`src/sv/ittu_pkg.sv`:
```
// ----------------------------------------------------------------------------
// ittu_pkg
// Shared types and constants for the I/O throughput throttle unit.
// ----------------------------------------------------------------------------
`default_nettype none

package ittu_pkg;

   localparam int TIME_BITS = 64;
   localparam int CFG_W     = 32;
   localparam int OP_W      = 2;
   localparam int IDX_W     = 2;
   localparam int BYTES_W   = 64;
   localparam int PROD_W    = 64;

   localparam logic [OP_W-1:0] OP_START    = 2'd0;
   localparam logic [OP_W-1:0] OP_COMPLETE = 2'd1;
   localparam logic [OP_W-1:0] OP_QUERY    = 2'd2;

   localparam logic [IDX_W-1:0] REG_BYTES_PER_MS = 2'd0;
   localparam logic [IDX_W-1:0] REG_BLOCK_SIZE   = 2'd1;
   localparam logic [IDX_W-1:0] REG_THINK_TIME   = 2'd2;
   localparam logic [IDX_W-1:0] REG_BURST_SIZE   = 2'd3;

   typedef logic [TIME_BITS-1:0] tstamp_type;

   typedef struct packed {
      logic [CFG_W-1:0] bytes_per_ms;
      logic [CFG_W-1:0] block_size;
      logic [CFG_W-1:0] think_time;
      logic [CFG_W-1:0] burst_size;
   } cfg_type;

   typedef struct packed {
      logic               throttle_query;
      logic [CFG_W-1:0]   sleep_ms;
      logic [PROD_W-1:0]  prod_lo;
      logic [PROD_W-1:0]  prod_hi;
      logic [BYTES_W-1:0] needed;
      logic               running;
   } mid_type;

endpackage : ittu_pkg

`default_nettype wire

```
`src/sv/ittu_csr.sv`:
```
// ----------------------------------------------------------------------------
// ittu_csr
// Configuration register file, written through a plain write port.
// ----------------------------------------------------------------------------
`default_nettype none

module ittu_csr (
   input  wire logic                        clock,
   input  wire logic                        reset,
   input  wire logic                        csr_write_en,
   input  wire logic [ittu_pkg::IDX_W-1:0]  csr_index,
   input  wire logic [ittu_pkg::CFG_W-1:0]  csr_wdata,
   output ittu_pkg::cfg_type                cfg
);
   import ittu_pkg::*;

   cfg_type cfg_ff;
   cfg_type cfg_in;

   always_comb begin
      cfg_in = cfg_ff;
      if (csr_write_en) begin
         case (csr_index)
            REG_BYTES_PER_MS: cfg_in.bytes_per_ms = csr_wdata;
            REG_BLOCK_SIZE:   cfg_in.block_size   = csr_wdata;
            REG_THINK_TIME:   cfg_in.think_time   = csr_wdata;
            REG_BURST_SIZE:   cfg_in.burst_size   = csr_wdata;
            default:          cfg_in = cfg_ff;
         endcase
      end
   end

   always_ff @(posedge clock) begin
      if (reset) begin
         cfg_ff <= '0;
      end else begin
         cfg_ff <= cfg_in;
      end
   end

   assign cfg = cfg_ff;

endmodule : ittu_csr

`default_nettype wire

```
`config.mk`:
```
export PLATFORM = sky130hd
export DESIGN_NAME = ittu_csr
export DESIGN_NICKNAME = d
export VERILOG_FILES = /design/src/sv/ittu_pkg.sv /design/src/sv/ittu_csr.sv
export SDC_FILE = /design/constraint.sdc
export NUM_CORES = 1
export LEC_CHECK = 0
export ABC_AREA = 1
export BUFFER_PORTS_ARGS = -buffer_cell sky130_fd_sc_hd__buf_2
export CORE_MARGIN = 2
export CORE_UTILIZATION = 45
export CTS_BUF_LIST = sky130_fd_sc_hd__clkbuf_8
export DETAILED_ROUTE_END_ITERATION = 8
export GPL_ROUTABILITY_DRIVEN = 0
export PLACE_DENSITY = 0.77
export SLEW_MARGIN = 20
export SYNTH_ARGS = -nofsm -noshare
export SYNTH_HDL_FRONTEND = slang
export SYNTH_SLANG_ARGS = --single-unit
```
`constraint.sdc`:
```
create_clock -name clock -period 1.2 [get_ports clock]
set_input_delay 0.12 -clock clock [delete_from_list [all_inputs] [get_ports clock]]
set_output_delay 0.12 -clock clock [all_outputs]
set_load 0.01 [all_outputs]
```
Yosys cells after proc, flatten, opt, wreduce, memory -nomap -nowiden:

Index checks and enable logic that the tools add are counted.

* register bits: 128
* input bits: 37
* output and inout port bits: 128
* word-level logic and storage cells: 12

* equal/unequal tests: 3
* reduce and logical (&&, ||, !) cells: 5

Operator list (number)
* 2-bit AND reduction: 4
* 2-bit == test, second input constant: 2
* 2-bit by 1-bit == test with 1-bit output, second input constant: 1
* 2-bit logical NOT: 1

Depth between registers and ports, before layout:

* word-level depth: 2
* mapped depth: 6
* gate-level depth less buffers: 5

Least setup slack after synthesis:

No wires, ideal clock.

* kind: input to register
* start: in reset
* end: reg cfg_ff (netlist bit cfg[10])
* setup time: 0.064 ns
* arrival: 0.812 ns
* required time: 1.136 ns
* path slack: 0.324 ns
* cell stages on the path: 5
* path buffers: 2
* cells stage by stage: inv_1 -> clkbuf_1 -> clkbuf_1 -> nand2_1 -> nor2_1

RTL lines
* from (decl): line ittu_csr.sv:9 `input wire logic reset,`
* to (signal assigned): line ittu_csr.sv:37 `cfg_ff <= cfg_in;`
* to (decl): line ittu_csr.sv:17 `cfg_type cfg_ff;`

Final worst setup path:

* start: reg cfg_ff (netlist bit cfg[99])
* end: out cfg[99] (netlist name)

RTL lines
* to (decl): line ittu_csr.sv:13 `output ittu_pkg::cfg_type cfg`

No word-level cell between the ends.

==> metrics <==
Async SR Flop Fraction 0; synth warn 0; Die X-Extent 113 um; final instance area around 0.0070 mm^2; clock buffer depth 2; Max-cap violations 0; post-synthesis cell count around 800; GRT Total Usage 0.218; Hold Slack between 0.2 and 0.25 ns; Peak VDD IR between 0.001 and 0.0015 V; Max transition margin 0.803; remaining global-route overflow 0; 1st-iter DRT viols ~340; Inserted Clock Buffers 17; IO Pins 165; crit-path max FO 2; Finish-stage setup viols 0; cell taking the most area after synthesis dfxtp_1; Sink Count roughly 130; Area after DPL between 0.006 and 0.007 mm^2; CP Data Arrival Time 0.94 ns; Synth Register Bits around 130; Fin Clk Skew 0 ns; root buf cell clkbuf_8; Pleak roughly 0.0041 uW; cell family with most CP delay flip-flops; die area around 0.013 mm^2; placed insts roughly 1,100; CTS tree yes; DR vias/cell 4.46; IO buf count 164; die extent in y about 110 um; Remaining DRCs 0; core area approximately 0.011 mm^2; num rows 39; max-slew violations 0; vias in the first global route between 4,000 and 5,000; initial antenna violation count 0; fin crit period approximately 1.1 ns; via count a little over 5,000; Area growth syn-to-layout 32.1%; net count after synthesis roughly 860; Final nets ~1,000; HP Class primary input to register; Tcrit/Tclk final 0.882; Startpoint Class register; Cell Chain, Critical Path buf_2; unrepaired setup endpoints after global routing no; drt pass-1 iters 4; WL/cell 11.7 um; Worst-Margin Slew between 0.2 and 0.3 ns; top_reg_cell synth dfxtp_1; CP peak stage delay between 0.3 and 0.4 ns; Post-CTS Resized 0; WS Path Type register to primary output; Final ANT Viol Nets 0; layout cells sized above 1 0.207; power per cell area between 1000 and 1500 mW/mm^2; final hold vios 0; Post-synth top cells 224 x nand2_1, 224 x nor2_1, 131 x inv_1; Clock Latency Late Sink between 0.4 and 0.5 ns; Ant. Diodes 0; Worst setup EP type primary output; setup TNS 0 ns; number of flops mapped to enable cells by yosys 0; ranking of synthesized cells by area dfxtp_1 48%, nand2_1 16%, nor2_1 16%; fin cells roughly 1,200; Netlist cell types 10; Final HPWL DP about 8600 um; max reg flops between 100 and 150; Initial Util 0.463; worst endpoint required time roughly 1.1 ns; Mapped Area 0.00531 mm^2; filler instances 1,054; Crit path buffers/inverters 1; first-pass GRT wire length 22,500 um; Worst-path clk slew 0.07 ns; status finished clean; final wirelength approximately 14,000 um; mean post-synth cell area about 6.5 um^2; Clock H-tree levels 4; highest clock rate between 900 and 1000 MHz; CP max stage cell dfxtp_1; largest net degree at the start of global routing 67; post-synthesis sequential area ratio 0.483; post-synth top area share 0.483
[logic make-up (layout without fill, tap and decap cells)]
group           after synthesis  after routing  synth area share
simple gates                484            484             0.354
flops                       128            128             0.483
buf+inv                     176            371             0.133
compound gates               32             32            0.0302
[through the flow]
step	setup WS, ns	total power [uW]	utilization
2_1_floorplan	0.324	5380	-
3_3_place_gp	0.237	5870	0.551
3_5_place_dp	0.207	5890	0.551
4_1_cts	0.107	9410	0.611
5_1_grt	0.0650	9790	0.611
6_report	0.142	9330	0.611
[layout make-up]
type                            count  area, um^2  share of cell area
Clock buffer                       22         303              0.0432
Clock inverter                      9        66.3             0.00946
Inverter                          131         493              0.0703
Multi-Input combinational cell    516        2040               0.291
Sequential cell                   128        2560               0.366
Tap cell                          143         179              0.0255
Timing Repair Buffer              209        1360               0.195
[what timing repair did]
| item | 4_1_cts | 5_1_grt |
|---|---|---|
| setup buffers | 0 | 0 |
| hold endpoints to repair | 94 | 0 |
| hold buffers | 32 | 0 |
[per-layer routing]
layer	GRT usage	routed length, um	vias up
met3	0.0729	931	21
li1	-	-	2749
met2	0.355	6270	140
met4	0.0837	218	0
met1	0.267	6150	2249
met5	0	0	-
[cells in the final DEF, fill, tap and decap left out]
cell type,instances
nand2_1,224
nor2_1,224
buf_2,164
inv_1,133
dfxtp_1,128
a21oi_1,32
nand3_1,32
dlygate4sd3_1,32
clkbuf_8,22
buf_12,10
clkinv_2,6
nand3_2,3
buf_4,3
nor2_4,1
bufinv_16,1
[power breakdown]
| part | switching (uW) | internal, uW |
|---|---|---|
| logic | 766 | 529 |
| registers | 110 | 4470 |
| clock network | 1590 | 1860 |
| total | 2460 | 6860 |
[path summary, 6_finish.rpt]
| kind | from | endpoint | slack [ns] | cells past startpoint |
|---|---|---|---|---|
| worst min-delay path | reset | cfg[28]$_SDFFE_PP0P_ | 0.21 | 5 |
| worst max-delay path | cfg[99]$_SDFFE_PP0P_ | cfg[99] | 0.14 | 1 |
| worst min register to register | cfg[96]$_SDFFE_PP0P_ | cfg[96]$_SDFFE_PP0P_ | 0.48 | 2 |
| worst max register to register | cfg[6]$_SDFFE_PP0P_ | cfg[6]$_SDFFE_PP0P_ | 0.50 | 4 |
Note: power is estimated with default switching activity, not from simulation.
