**config.mk**
```make
export PLATFORM = sky130hd
export DESIGN_NAME = ittu_resp
export DESIGN_NICKNAME = d
export VERILOG_FILES = /design/src/sv/ittu_pkg.sv /design/src/sv/ittu_resp.sv
export SDC_FILE = /design/constraint.sdc
export NUM_CORES = 1
export LEC_CHECK = 0
export BUFFER_PORTS_ARGS = -buffer_cell sky130_fd_sc_hd__buf_2
export CORE_AREA = 2 2 133 96
export DETAILED_ROUTE_END_ITERATION = 6
export DIE_AREA = 0 0 135 98
export PLACE_DENSITY_LB_ADDON = 0.08
export SLEW_MARGIN = 20
export SYNTH_ARGS = -nofsm -noshare
export SYNTH_HDL_FRONTEND = slang
export SYNTH_SLANG_ARGS = --single-unit
export TNS_END_PERCENT = 50
```
**constraint.sdc**
```tcl
create_clock -name clock -period 5.4 [get_ports clock]
set_input_delay 1.08 -clock clock [delete_from_list [all_inputs] [get_ports clock]]
set_output_delay 1.08 -clock clock [all_outputs]
set_load 0.05 [all_outputs]
```
**src/sv/ittu_pkg.sv**
```systemverilog
// ----------------------------------------------------------------------------
// ittu_pkg
// Shared types and constants for the I/O throughput throttle unit.
// ----------------------------------------------------------------------------
`default_nettype none

package ittu_pkg;

   localparam int TIME_BITS = 64;
   localparam int CFG_W     = 32;
   localparam int OP_W      = 2;
   localparam int IDX_W     = 2;
   localparam int BYTES_W   = 64;
   localparam int PROD_W    = 64;

   localparam logic [OP_W-1:0] OP_START    = 2'd0;
   localparam logic [OP_W-1:0] OP_COMPLETE = 2'd1;
   localparam logic [OP_W-1:0] OP_QUERY    = 2'd2;

   localparam logic [IDX_W-1:0] REG_BYTES_PER_MS = 2'd0;
   localparam logic [IDX_W-1:0] REG_BLOCK_SIZE   = 2'd1;
   localparam logic [IDX_W-1:0] REG_THINK_TIME   = 2'd2;
   localparam logic [IDX_W-1:0] REG_BURST_SIZE   = 2'd3;

   typedef logic [TIME_BITS-1:0] tstamp_type;

   typedef struct packed {
      logic [CFG_W-1:0] bytes_per_ms;
      logic [CFG_W-1:0] block_size;
      logic [CFG_W-1:0] think_time;
      logic [CFG_W-1:0] burst_size;
   } cfg_type;

   typedef struct packed {
      logic               throttle_query;
      logic [CFG_W-1:0]   sleep_ms;
      logic [PROD_W-1:0]  prod_lo;
      logic [PROD_W-1:0]  prod_hi;
      logic [BYTES_W-1:0] needed;
      logic               running;
   } mid_type;

endpackage : ittu_pkg

`default_nettype wire

```
**src/sv/ittu_resp.sv**
```systemverilog
// ----------------------------------------------------------------------------
// ittu_resp
// Second stage: saturating sum of the partial products, compare against the
// byte target and the result register.
// ----------------------------------------------------------------------------
`default_nettype none

module ittu_resp (
   input  wire logic                        clock,
   input  wire logic                        reset,
   input  wire logic                        mid_valid,
   output logic                             mid_ready,
   input  ittu_pkg::mid_type                mid,
   output logic                             rsp_valid,
   input  wire logic                        rsp_ready,
   output logic [ittu_pkg::CFG_W-1:0]       rsp_sleep_ms,
   output logic                             rsp_running
);
   import ittu_pkg::*;

   logic              out_valid_ff, out_valid_in;
   logic [CFG_W-1:0]  sleep_ff, sleep_in;
   logic              running_ff;
   logic [PROD_W-1:0] top;
   logic [PROD_W:0]   sum;
   logic              saturate;
   logic [PROD_W-1:0] expected;
   logic              take;

   assign mid_ready    = !out_valid_ff || rsp_ready;
   assign take         = mid_valid && mid_ready;
   assign out_valid_in = take ? 1'b1 : (rsp_ready ? 1'b0 : out_valid_ff);

   assign top      = {mid.prod_hi[31:0], 32'd0};
   assign sum      = {1'b0, top} + {1'b0, mid.prod_lo};
   assign saturate = (mid.prod_hi[63:32] != '0) || sum[PROD_W];
   assign expected = saturate ? '1 : sum[PROD_W-1:0];

   always_comb begin
      sleep_in = mid.sleep_ms;
      if (mid.throttle_query) begin
         sleep_in = (expected >= mid.needed) ? '0 : CFG_W'(1);
      end
   end

   always_ff @(posedge clock) begin
      if (reset) begin
         out_valid_ff <= 1'b0;
      end else begin
         out_valid_ff <= out_valid_in;
      end
   end

   always_ff @(posedge clock) begin
      if (take) begin
         sleep_ff   <= sleep_in;
         running_ff <= mid.running;
      end
   end

   assign rsp_valid    = out_valid_ff;
   assign rsp_sleep_ms = sleep_ff;
   assign rsp_running  = running_ff;

endmodule : ittu_resp

`default_nettype wire

```
# Word level (Yosys, flattened, before mapping)
# Cells that the tools add are included.
# totals
regBits	34
output_inout_bits	35
wordCells	16
inputBits	230
# classes
add_sub_neg	1
n_mux	5
order_cmp	1
reduce_logical	6
# op_table
cell	count
$add A64 B64 Y65	1
$ge A64 B64 Y1	1
$mux W64	1
$mux W32	1
$reduce_bool A32 Y1	1
$mux W1	3
$logic_or A1 B1 Y1	2
$reduce_bool A2 Y1	1
$logic_and A1 B1 Y1	1
$logic_not A1 Y1	1

# Longest topological paths before layout
# Gate-level depths: netlist of run 1.
# depth
word_depth	6
ltp_mapped	21
ltp_nobuf	19

# Worst setup path before layout of run 1
# OpenSTA, ideal clock, no wires.
# synth_path
path_type	in2reg
startpoint	input mid[65] (netlist name)
endpoint	register sleep_ff[0] (netlist: rsp_sleep_ms[0]), data pin
cell_stages	20
n_path_buf	1
setup_time_ns	0.152
required_time_ns	5.248
t_arrival_ns	5.267
path_slack_ns	-0.019
path_cell_list	ha_1 -> fa_1 -> a21o_1 -> a221oi_4 -> o31a_1 -> o21ai_2 -> o31a_4 -> a41oi_4 -> o221a_2 -> buf_2 -> nand2b_1 -> ha_1 -> a21o_1 -> a21o_1 -> a21o_1 -> a21o_1 -> a21o_1 -> a21o_1 -> a221o_1 -> a31oi_1
# synth_between
elab_chain_cells	6
# synth_lines
element	line_no	text
start: declaration	ittu_resp.sv:13	input ittu_pkg::mid_type mid,
$add A64 B64 Y65 *	ittu_resp.sv:35	assign sum = {1'b0, top} + {1'b0, mid.prod_lo};
$logic_or A1 B1 Y1	ittu_resp.sv:36	assign saturate = (mid.prod_hi[63:32] != '0) || sum[PROD_W];
$mux W64 *	ittu_resp.sv:37	assign expected = saturate ? '1 : sum[PROD_W-1:0];
$ge A64 B64 Y1 *	ittu_resp.sv:42	sleep_in = (expected >= mid.needed) ? '0 : CFG_W'(1);
$mux W1 *	ittu_resp.sv:42	
$mux W32 *	ittu_resp.sv:41	if (mid.throttle_query) begin
via sleep_in[0]	ittu_resp.sv:22	logic [CFG_W-1:0] sleep_ff, sleep_in;
end signal: assignment	ittu_resp.sv:56	sleep_ff <= sleep_in;
end: declaration	ittu_resp.sv:22	
# The timed path passes the listed nets; every way through them passes the cells marked *.
# A chain may end at the register's enable or synchronous reset.

# Worst setup path in the final report of run 1
# Same ends and word-level chain as after synthesis.

==> reports/metrics.cfg, run 1 <==
[power]
power.density_mw_per_mm2=167
seq_power_share_pct=28.1
p_sw_share_pct=33.0
vdd_ir_drop_max_mv=0.154
p_int_w=0.000750
finalPower_w=0.00112
cellLeakagePower_nw=3.41
power_switching_w=0.000368
pwr-share-clk_pct=29.1
combPwrFrac_pct=42.8

[sta]
rsz0062_at_grt=no
max_slew_margin_pct=60.8
post-route-period-util_pct=96.1
setup_viol=0
setup_ws_ns=0.208
hold_viol=0
skew_ns=0.00233
fmax_ghz=0.193
tightest_slew_ns=0.589
fin_hold_ws_ns=0.531
drv_slew=0
min_period_ns=5.19

[worst_setup_path]
reg2reg_slack_ns=3.81
required_ns=5.52
arrival_ns=5.31
cp_max_fo=6
worst-setup-path-type=primary input to flop
critPathLaunchType=primary input
cp-end-kind=flop

[placed_design]
place_inst=1023
dp.final_hpwl_mm=12.7
place.gp.congestion=0.905
post-place-ws_ns=-0.114
io_buffers=264

[floorplanning]
start_util_pct=40.5
dieArea_mm2=0.0132
rows=34
dieHeight_um=98
coreArea_mm2=0.0121
die_w_um=135
ios=265

[clock_network]
cts-resized-gates=0
cts_tree=built
cts_root_buf=clkbuf_16
path_clk_slew_ns=0.05
cts_hold_buf=0
cts_sinks=34
cts_buffers=5
clock_latency_ns=0.27
ctsHtreeMaxLevel=2
cts_buffer_depth=2
post-cts-setup-buffers=0

[layout]
drive_above_1_share_pct=35.1
syn2layout_area_growth_pct=36.7
utilization_pct=55.4
layout_commonest_cell=buf_2
nets=1195
finalNonFillerCells=1032
layout_common_cells=buf_2, ha_1, inv_1

[hold_path]
hold_class=flop to flop

[logic_synthesis]
synthFlopType=edfxtp_1
postSynthCellCount=593
syn_area_per_cell_um2=8.26
synth_edf_count=33
synth_fp_nets=920
synth_cell_types=54
async_flop_share_pct=0
synth.ff_latch_count=34
ys_seq_area_share_pct=20.6
yosysWarningCount=0
syn_area_mm2=0.00490

[route]
vias=5182
ant_nets=0
firstDrtPassIters=5
avgViaCountPerCell=5.02
wl_per_cell_um=14.1
first_iter_violations=230
drc=0
routed_wl_mm=14.6

[global_routing]
grt_max_degree=34
gr-total-overflow=0
antenna_found_initial=1
grt_pass1_wl_mm=23.2
grt_usage_pct=21.3
grt_pass1_vias=5048

[outcome]
status=finished, final reports clean

[run]
drv_cap=0

power by group through the flow:
stage / Sequential, W / Combinational, W / Clock, W
2_1_floorplan: 0.000380 / 0.000242 / 0
6_report: 0.000314 / 0.000478 / 0.000325
3_5_place_dp: 0.000320 / 0.000474 / 0
3_3_place_gp: 0.000319 / 0.000471 / 0
4_1_cts: 0.000315 / 0.000477 / 0.000333
5_1_grt: 0.000316 / 0.000530 / 0.000347
state kept, by name, summed over array words and instances, names as in the netlist:
register,cells
rsp_valid,1
rsp_sleep_ms,32
rsp_running,1
worst max-delay path: stages:
cell and delay, ns:
buf_2 0.10, ha_1 0.23, fa_2 0.35, a21o_1 0.20, a221oi_4 0.30, o31a_1 0.17
o21ai_2 0.07, o31a_4 0.29, a41oi_4 0.26, o221a_4 0.31, nand2b_1 0.08, ha_1 0.31
a21o_1 0.18, a21o_1 0.18, a21o_1 0.17, a21o_1 0.16, a21o_1 0.17, a21o_1 0.17
a221o_1 0.36, a31oi_1 0.16
cell families (layout without fill, tap and decap cells):
kind of cell,Yosys count,in the layout,share of synthesized area [%]
AO/OA/AOI/OAI,155,155,21.6
adder cells (fa/ha/maj),97,97,24.9
buffers and inverters,90,366,7.23
AND/OR/NAND/NOR,195,195,21.6
other,0,1,0
flip-flops,34,34,20.6
multiplexers,2,2,0.409
XOR/XNOR,20,20,3.58
metrics by stage:
stage                     setup TNS, ns  cell area (um2)
after detailed placement         -0.114             6500
final                                 0             6690
after floorplan                       0             4910
after global routing                  0             6690
after CTS                             0             6680
after global placement          -0.0939             6500
area by class of cell:
cell class | instances | area (um2)
diodes | 1 | 2.50
clock buffers | 7 | 143
clock inverters | 1 | 30.0
fillers | 1183 | 5390
inverters | 74 | 278
multi-input cells | 469 | 3550
flip-flops and latches | 34 | 1010
well taps | 162 | 203
repair buffers | 284 | 1480
path summary, 6_finish.rpt:
| kind | from | end | cells after the start |
|---|---|---|---|
| max | mid[65] | rsp_sleep_ms[0]$_DFFE_PP_ | 20 |
| min reg2reg | rsp_valid$_SDFFE_PP0P_ | rsp_valid$_SDFFE_PP0P_ | 2 |
| max reg2reg | rsp_valid$_SDFFE_PP0P_ | rsp_sleep_ms[11]$_SDFFCE_PP0P_ | 3 |
| min | rsp_valid$_SDFFE_PP0P_ | rsp_valid$_SDFFE_PP0P_ | 2 |
layer usage:
layer  GRT usage [%]  part of all wire, %  wire length [um]  vias up
li1                -                    -                 -     2679
met4            3.61                 0.56                82        0
met1            29.5                   48              6960     2319
met3            2.02                  5.9               859        6
met2            36.8                   46              6660      178
met5               0                    0                 0        -
synth_stat cells (4+ instances only):
cell type,count,area [um2]
and3_1,5,31.3
o21ai_0,29,145
nor2_1,25,93.8
xor2_1,9,78.8
clkbuf_1,9,33.8
xnor2_1,11,96.3
nand2b_1,38,238
a31oi_1,6,37.5
o211ai_1,4,30.0
nand4_1,18,113
nand2_1,38,143
a21oi_1,43,215
nor3_1,6,30.0
a21o_1,36,270
nor2b_1,35,219
inv_1,74,278
nand3_1,9,45.0
edfxtp_1,33,991
nor4_1,9,56.3
ha_1,96,1200
a211oi_1,8,60.1
No activity file was read; power rests on OpenSTA's default activity.
==> inputs of run 2 (changes only) <==
--- a/config.mk
+++ b/config.mk
@@ -7,6 +7,7 @@
 export LEC_CHECK = 0
+export ABC_AREA = 1
 export BUFFER_PORTS_ARGS = -buffer_cell sky130_fd_sc_hd__buf_2
-export CORE_AREA = 2 2 133 96
+export CORE_AREA = 2 2 140 101
 export DETAILED_ROUTE_END_ITERATION = 6
-export DIE_AREA = 0 0 135 98
+export DIE_AREA = 0 0 142 103
 export PLACE_DENSITY_LB_ADDON = 0.08
==> constraint.sdc (replaced) <==
create_clock -name clock -period 5.4 [get_ports clock]
set_input_delay 0.27 -clock clock [delete_from_list [all_inputs] [get_ports clock]]
set_output_delay 0.27 -clock clock [all_outputs]
set_load 0.05 [all_outputs]
==> reports/metrics.cfg, run 2 <==
[clock_network]
cts_hold_buf=0  ; unchanged
cts-resized-gates=0  ; unchanged
cts_tree=built  ; unchanged
cts_root_buf=clkbuf_16  ; unchanged
cts_sinks=34  ; unchanged
path_clk_slew_ns=0.06  ; was 0.05 ns
clock_latency_ns=0.28  ; was 0.27 ns
post-cts-setup-buffers=0  ; unchanged
cts_buffers=5  ; unchanged
cts_buffer_depth=2  ; unchanged
ctsHtreeMaxLevel=2  ; unchanged

[logic_synthesis]
synth_mux_area_share_pct=0  ; was 0.409%
async_flop_share_pct=0  ; unchanged
yosysTopAreaCell=ha_1  ; unchanged
yosysWarningCount=0  ; unchanged
synth_fp_nets=1278  ; was 920
synth.ff_latch_count=34  ; unchanged
synth_compound_area_share_pct=10.3  ; was 21.6%
synth_edf_count=33  ; unchanged
yosysMostFrequentCell=nand2_1  ; was ha_1
syn_area_per_cell_um2=6.07  ; was 8.26 um2
synthTopCellsByArea=ha_1, nand2_1, edfxtp_1  ; was ha_1, edfxtp_1, inv_1
synth_top_area_share_pct=20.8  ; was 24.5%
synth_top_family_by_area=simple AND/OR/NAND/NOR gates  ; was adder cells
synthFlopType=edfxtp_1  ; unchanged
yosys-top-cells-count=nand2_1, inv_1, nor2_1  ; was ha_1, inv_1, a21oi_1
synth_xor_xnor_area_share_pct=2.13  ; was 3.58%
syn_area_mm2=0.00577  ; was 0.00490 mm2
synthSimpleGateAreaFrac_pct=33.0  ; was 21.6%
ys_seq_area_share_pct=17.5  ; was 20.6%
synth_fa_ha_area_share_pct=21.2  ; was 24.9%
postSynthCellCount=951  ; was 593
synth_cell_types=29  ; was 54

[layout]
layout_common_cells=nand2_1, buf_2, inv_1  ; was buf_2, ha_1, inv_1
ff_latch_area_mm2=0.00101  ; unchanged
layout_commonest_cell=nand2_1  ; was buf_2
nets=1541  ; was 1195
drive_above_1_share_pct=23.7  ; was 35.1%
largest_reg_flops=32  ; unchanged
multi_input_area_mm2=0.00385  ; was 0.00355 mm2
fillers=1431  ; was 1183
syn2layout_area_growth_pct=28.4  ; was 36.7%

[route]
first_iter_violations=402  ; was 230
routed_wl_mm=17.3  ; was 14.6 mm
drc=0  ; unchanged
firstDrtPassIters=5  ; unchanged
ant_nets=0  ; unchanged
avgViaCountPerCell=4.66  ; was 5.02
vias=6466  ; was 5182
wl_per_cell_um=12.4  ; was 14.1 um

[worst_setup_path]
r2r_start=rsp_valid$_SDFFE_PP0P_  ; unchanged
arrival_ns=3.74  ; was 5.31 ns
startpoint=mid[65]  ; unchanged
cp-end-kind=flop  ; unchanged
worst_r2r_endpoint=rsp_sleep_ms[13]$_SDFFCE_PP0P_  ; was rsp_sleep_ms[11]$_SDFFCE_PP0P_
worstSetupEndpoint=rsp_sleep_ms[0]$_DFFE_PP_  ; unchanged
critPathLaunchType=primary input  ; unchanged
critPathMaxStageDelay_ns=0.64  ; was 0.36 ns
worst-setup-path-type=primary input to flop  ; unchanged
r2r_cells=2  ; was 3
required_ns=5.44  ; was 5.52 ns
cp_common_cell=nand2_1  ; was a21o_1
crit_chain=buf_2 -> ha_1 -> fa_1 -> nand3_1 -> nand2_1 -> nand2_1 -> nand2_1 -> nand2_1 -> nand2_2 -> nand2_1 -> nand2_2 -> nor2_8 -> nand3_1 -> ha_1 -> nand2_1 -> nor3_1 -> nand3_1 -> a21oi_1 -> nor2_1 -> nand2_1 -> nand2_1  ; was buf_2 -> ha_1 -> fa_2 -> a21o_1 -> a221oi_4 -> o31a_1 -> o21ai_2 -> o31a_4 -> a41oi_4 -> o221a_4 -> nand2b_1 -> ha_1 -> a21o_1 -> a21o_1 -> a21o_1 -> a21o_1 -> a21o_1 -> a21o_1 -> a221o_1 -> a31oi_1
cp_max_fo=63  ; was 6
crit_path_top_delay_cell=nor2_8  ; was a221o_1
reg2reg_slack_ns=3.94  ; was 3.81 ns

[sta]
rsz0062_at_grt=no  ; unchanged
skew_ns=0.00416  ; was 0.00233 ns
tightest_slew_ns=0.820  ; was 0.589 ns
drv_slew=0  ; unchanged
min_period_ns=3.70  ; was 5.19 ns
hold_viol=0  ; unchanged
post-route-period-util_pct=68.5  ; was 96.1%
setup_ws_ns=1.70  ; was 0.208 ns
setup_viol=0  ; unchanged
max_slew_margin_pct=45.3  ; was 60.8%
fmax_ghz=0.270  ; was 0.193 GHz
tns_ns=0  ; unchanged

[floorplanning]
dieArea_mm2=0.0146  ; was 0.0132 mm2
coreArea_mm2=0.0135  ; was 0.0121 mm2
ios=265  ; unchanged
die_w_um=142  ; was 135 um
start_util_pct=42.8  ; was 40.5%
rows=36  ; was 34
dieHeight_um=103  ; was 98 um

[placed_design]
io_buffers=264  ; unchanged
place.gp.congestion=0.950  ; was 0.905
post-place-ws_ns=1.37  ; was -0.114 ns
dp.final_hpwl_mm=15.3  ; was 12.7 mm

[global_routing]
grt_max_degree=64  ; was 34
antenna_found_initial=1  ; unchanged
grt_usage_pct=22.9  ; was 21.3%
gr-total-overflow=0  ; unchanged
grt_pass1_wl_mm=26.8  ; was 23.2 mm
grt_pass1_vias=5688  ; was 5048

[power]
vdd_ir_drop_max_mv=0.129  ; was 0.154 mV
cellLeakagePower_nw=4.36  ; was 3.41 nW
power.density_mw_per_mm2=157  ; was 167 mW/mm2

[run]
drv_cap=0  ; unchanged

[hold_path]
hold_start=reset  ; was rsp_valid$_SDFFE_PP0P_
hold_class=primary input to flop  ; was flop to flop

[outcome]
status=finished, final reports clean  ; unchanged

run 2: cell count changes in the layout (fill, tap and decap cells not counted), moves of 32 or more:
cell	change
nand2b_1	-38
nor2_1	+88
nor2b_1	-35
inv_1	+149
nand2_1	+236
a21o_1	-32
run 2: critical path, delay by kind of cell:
kind	cells	cell delay (ns)
AO/OA/AOI/OAI	1	0.14
buffers and inverters	1	0.10
adder cells (fa/ha/maj)	3	1.03
AND/OR/NAND/NOR	16	2.19
run 2: worst min path at each step:
| stage | cells after the start | end |
|---|---|---|
| after CTS | 2 | rsp_valid$_SDFFE_PP0P_ |
| after detailed placement | 2 | rsp_valid$_SDFFE_PP0P_ |
| after floorplan | 1 | rsp_valid$_SDFFE_PP0P_ |
| after global placement | 2 | rsp_valid$_SDFFE_PP0P_ |
| after global routing | 2 | rsp_valid$_SDFFE_PP0P_ |
| final | 2 | rsp_valid$_SDFFE_PP0P_ |
run 2: layout make-up:
type                            count  share of cell area, %
Clock buffer                        5                   1.69
Multi-Input combinational cell    685                   51.9
Tap cell                          171                   2.89
Antenna cell                        1                 0.0338
Inverter                          223                   11.3
Sequential cell                    34                   13.6
Timing Repair Buffer              265                   17.9
Clock inverter                      3                  0.608
run 2: report_power, final:
part | internal [W] | switching [W] | leakage [nW]
logic | 0.000197 | 0.000326 | 3.95
registers | 0.000310 | 0.00000402 | 0.337
clock network | 0.000217 | 0.000109 | 0.0760
total | 0.000724 | 0.000439 | 4.36
run 2: logic make-up after synthesis:
kind of cell / Yosys count
compound gates: 110
xor+xnor: 14
fa+ha+maj: 97
buf+inv: 232
flops: 34
simple gates: 464
run 2: per-layer routing:
layer / vias up / track usage (%) / wire, um
li1: 3497 / - / -
met1: 2745 / 32.0 / 8280
met2: 206 / 38.2 / 7740
met3: 18 / 3.16 / 982
met4: 0 / 4.31 / 258
met5: - / 0 / 0
run 2: per-stage QoR:
stage | cell area, um2 | std cells | total power, W | util [%] | hold slack (ns)
after global placement | 7240 | 1378 | 0.000839 | 53.7 | 0.428
after CTS | 7410 | 1386 | 0.00117 | 55.0 | 0.129
final | 7410 | 1387 | 0.00116 | 55.0 | 0.134
after detailed placement | 7240 | 1378 | 0.000838 | 53.7 | 0.430
after global routing | 7410 | 1387 | 0.00125 | 55.0 | 0.133
after floorplan | 5770 | 951 | 0.000660 | - | 0.339
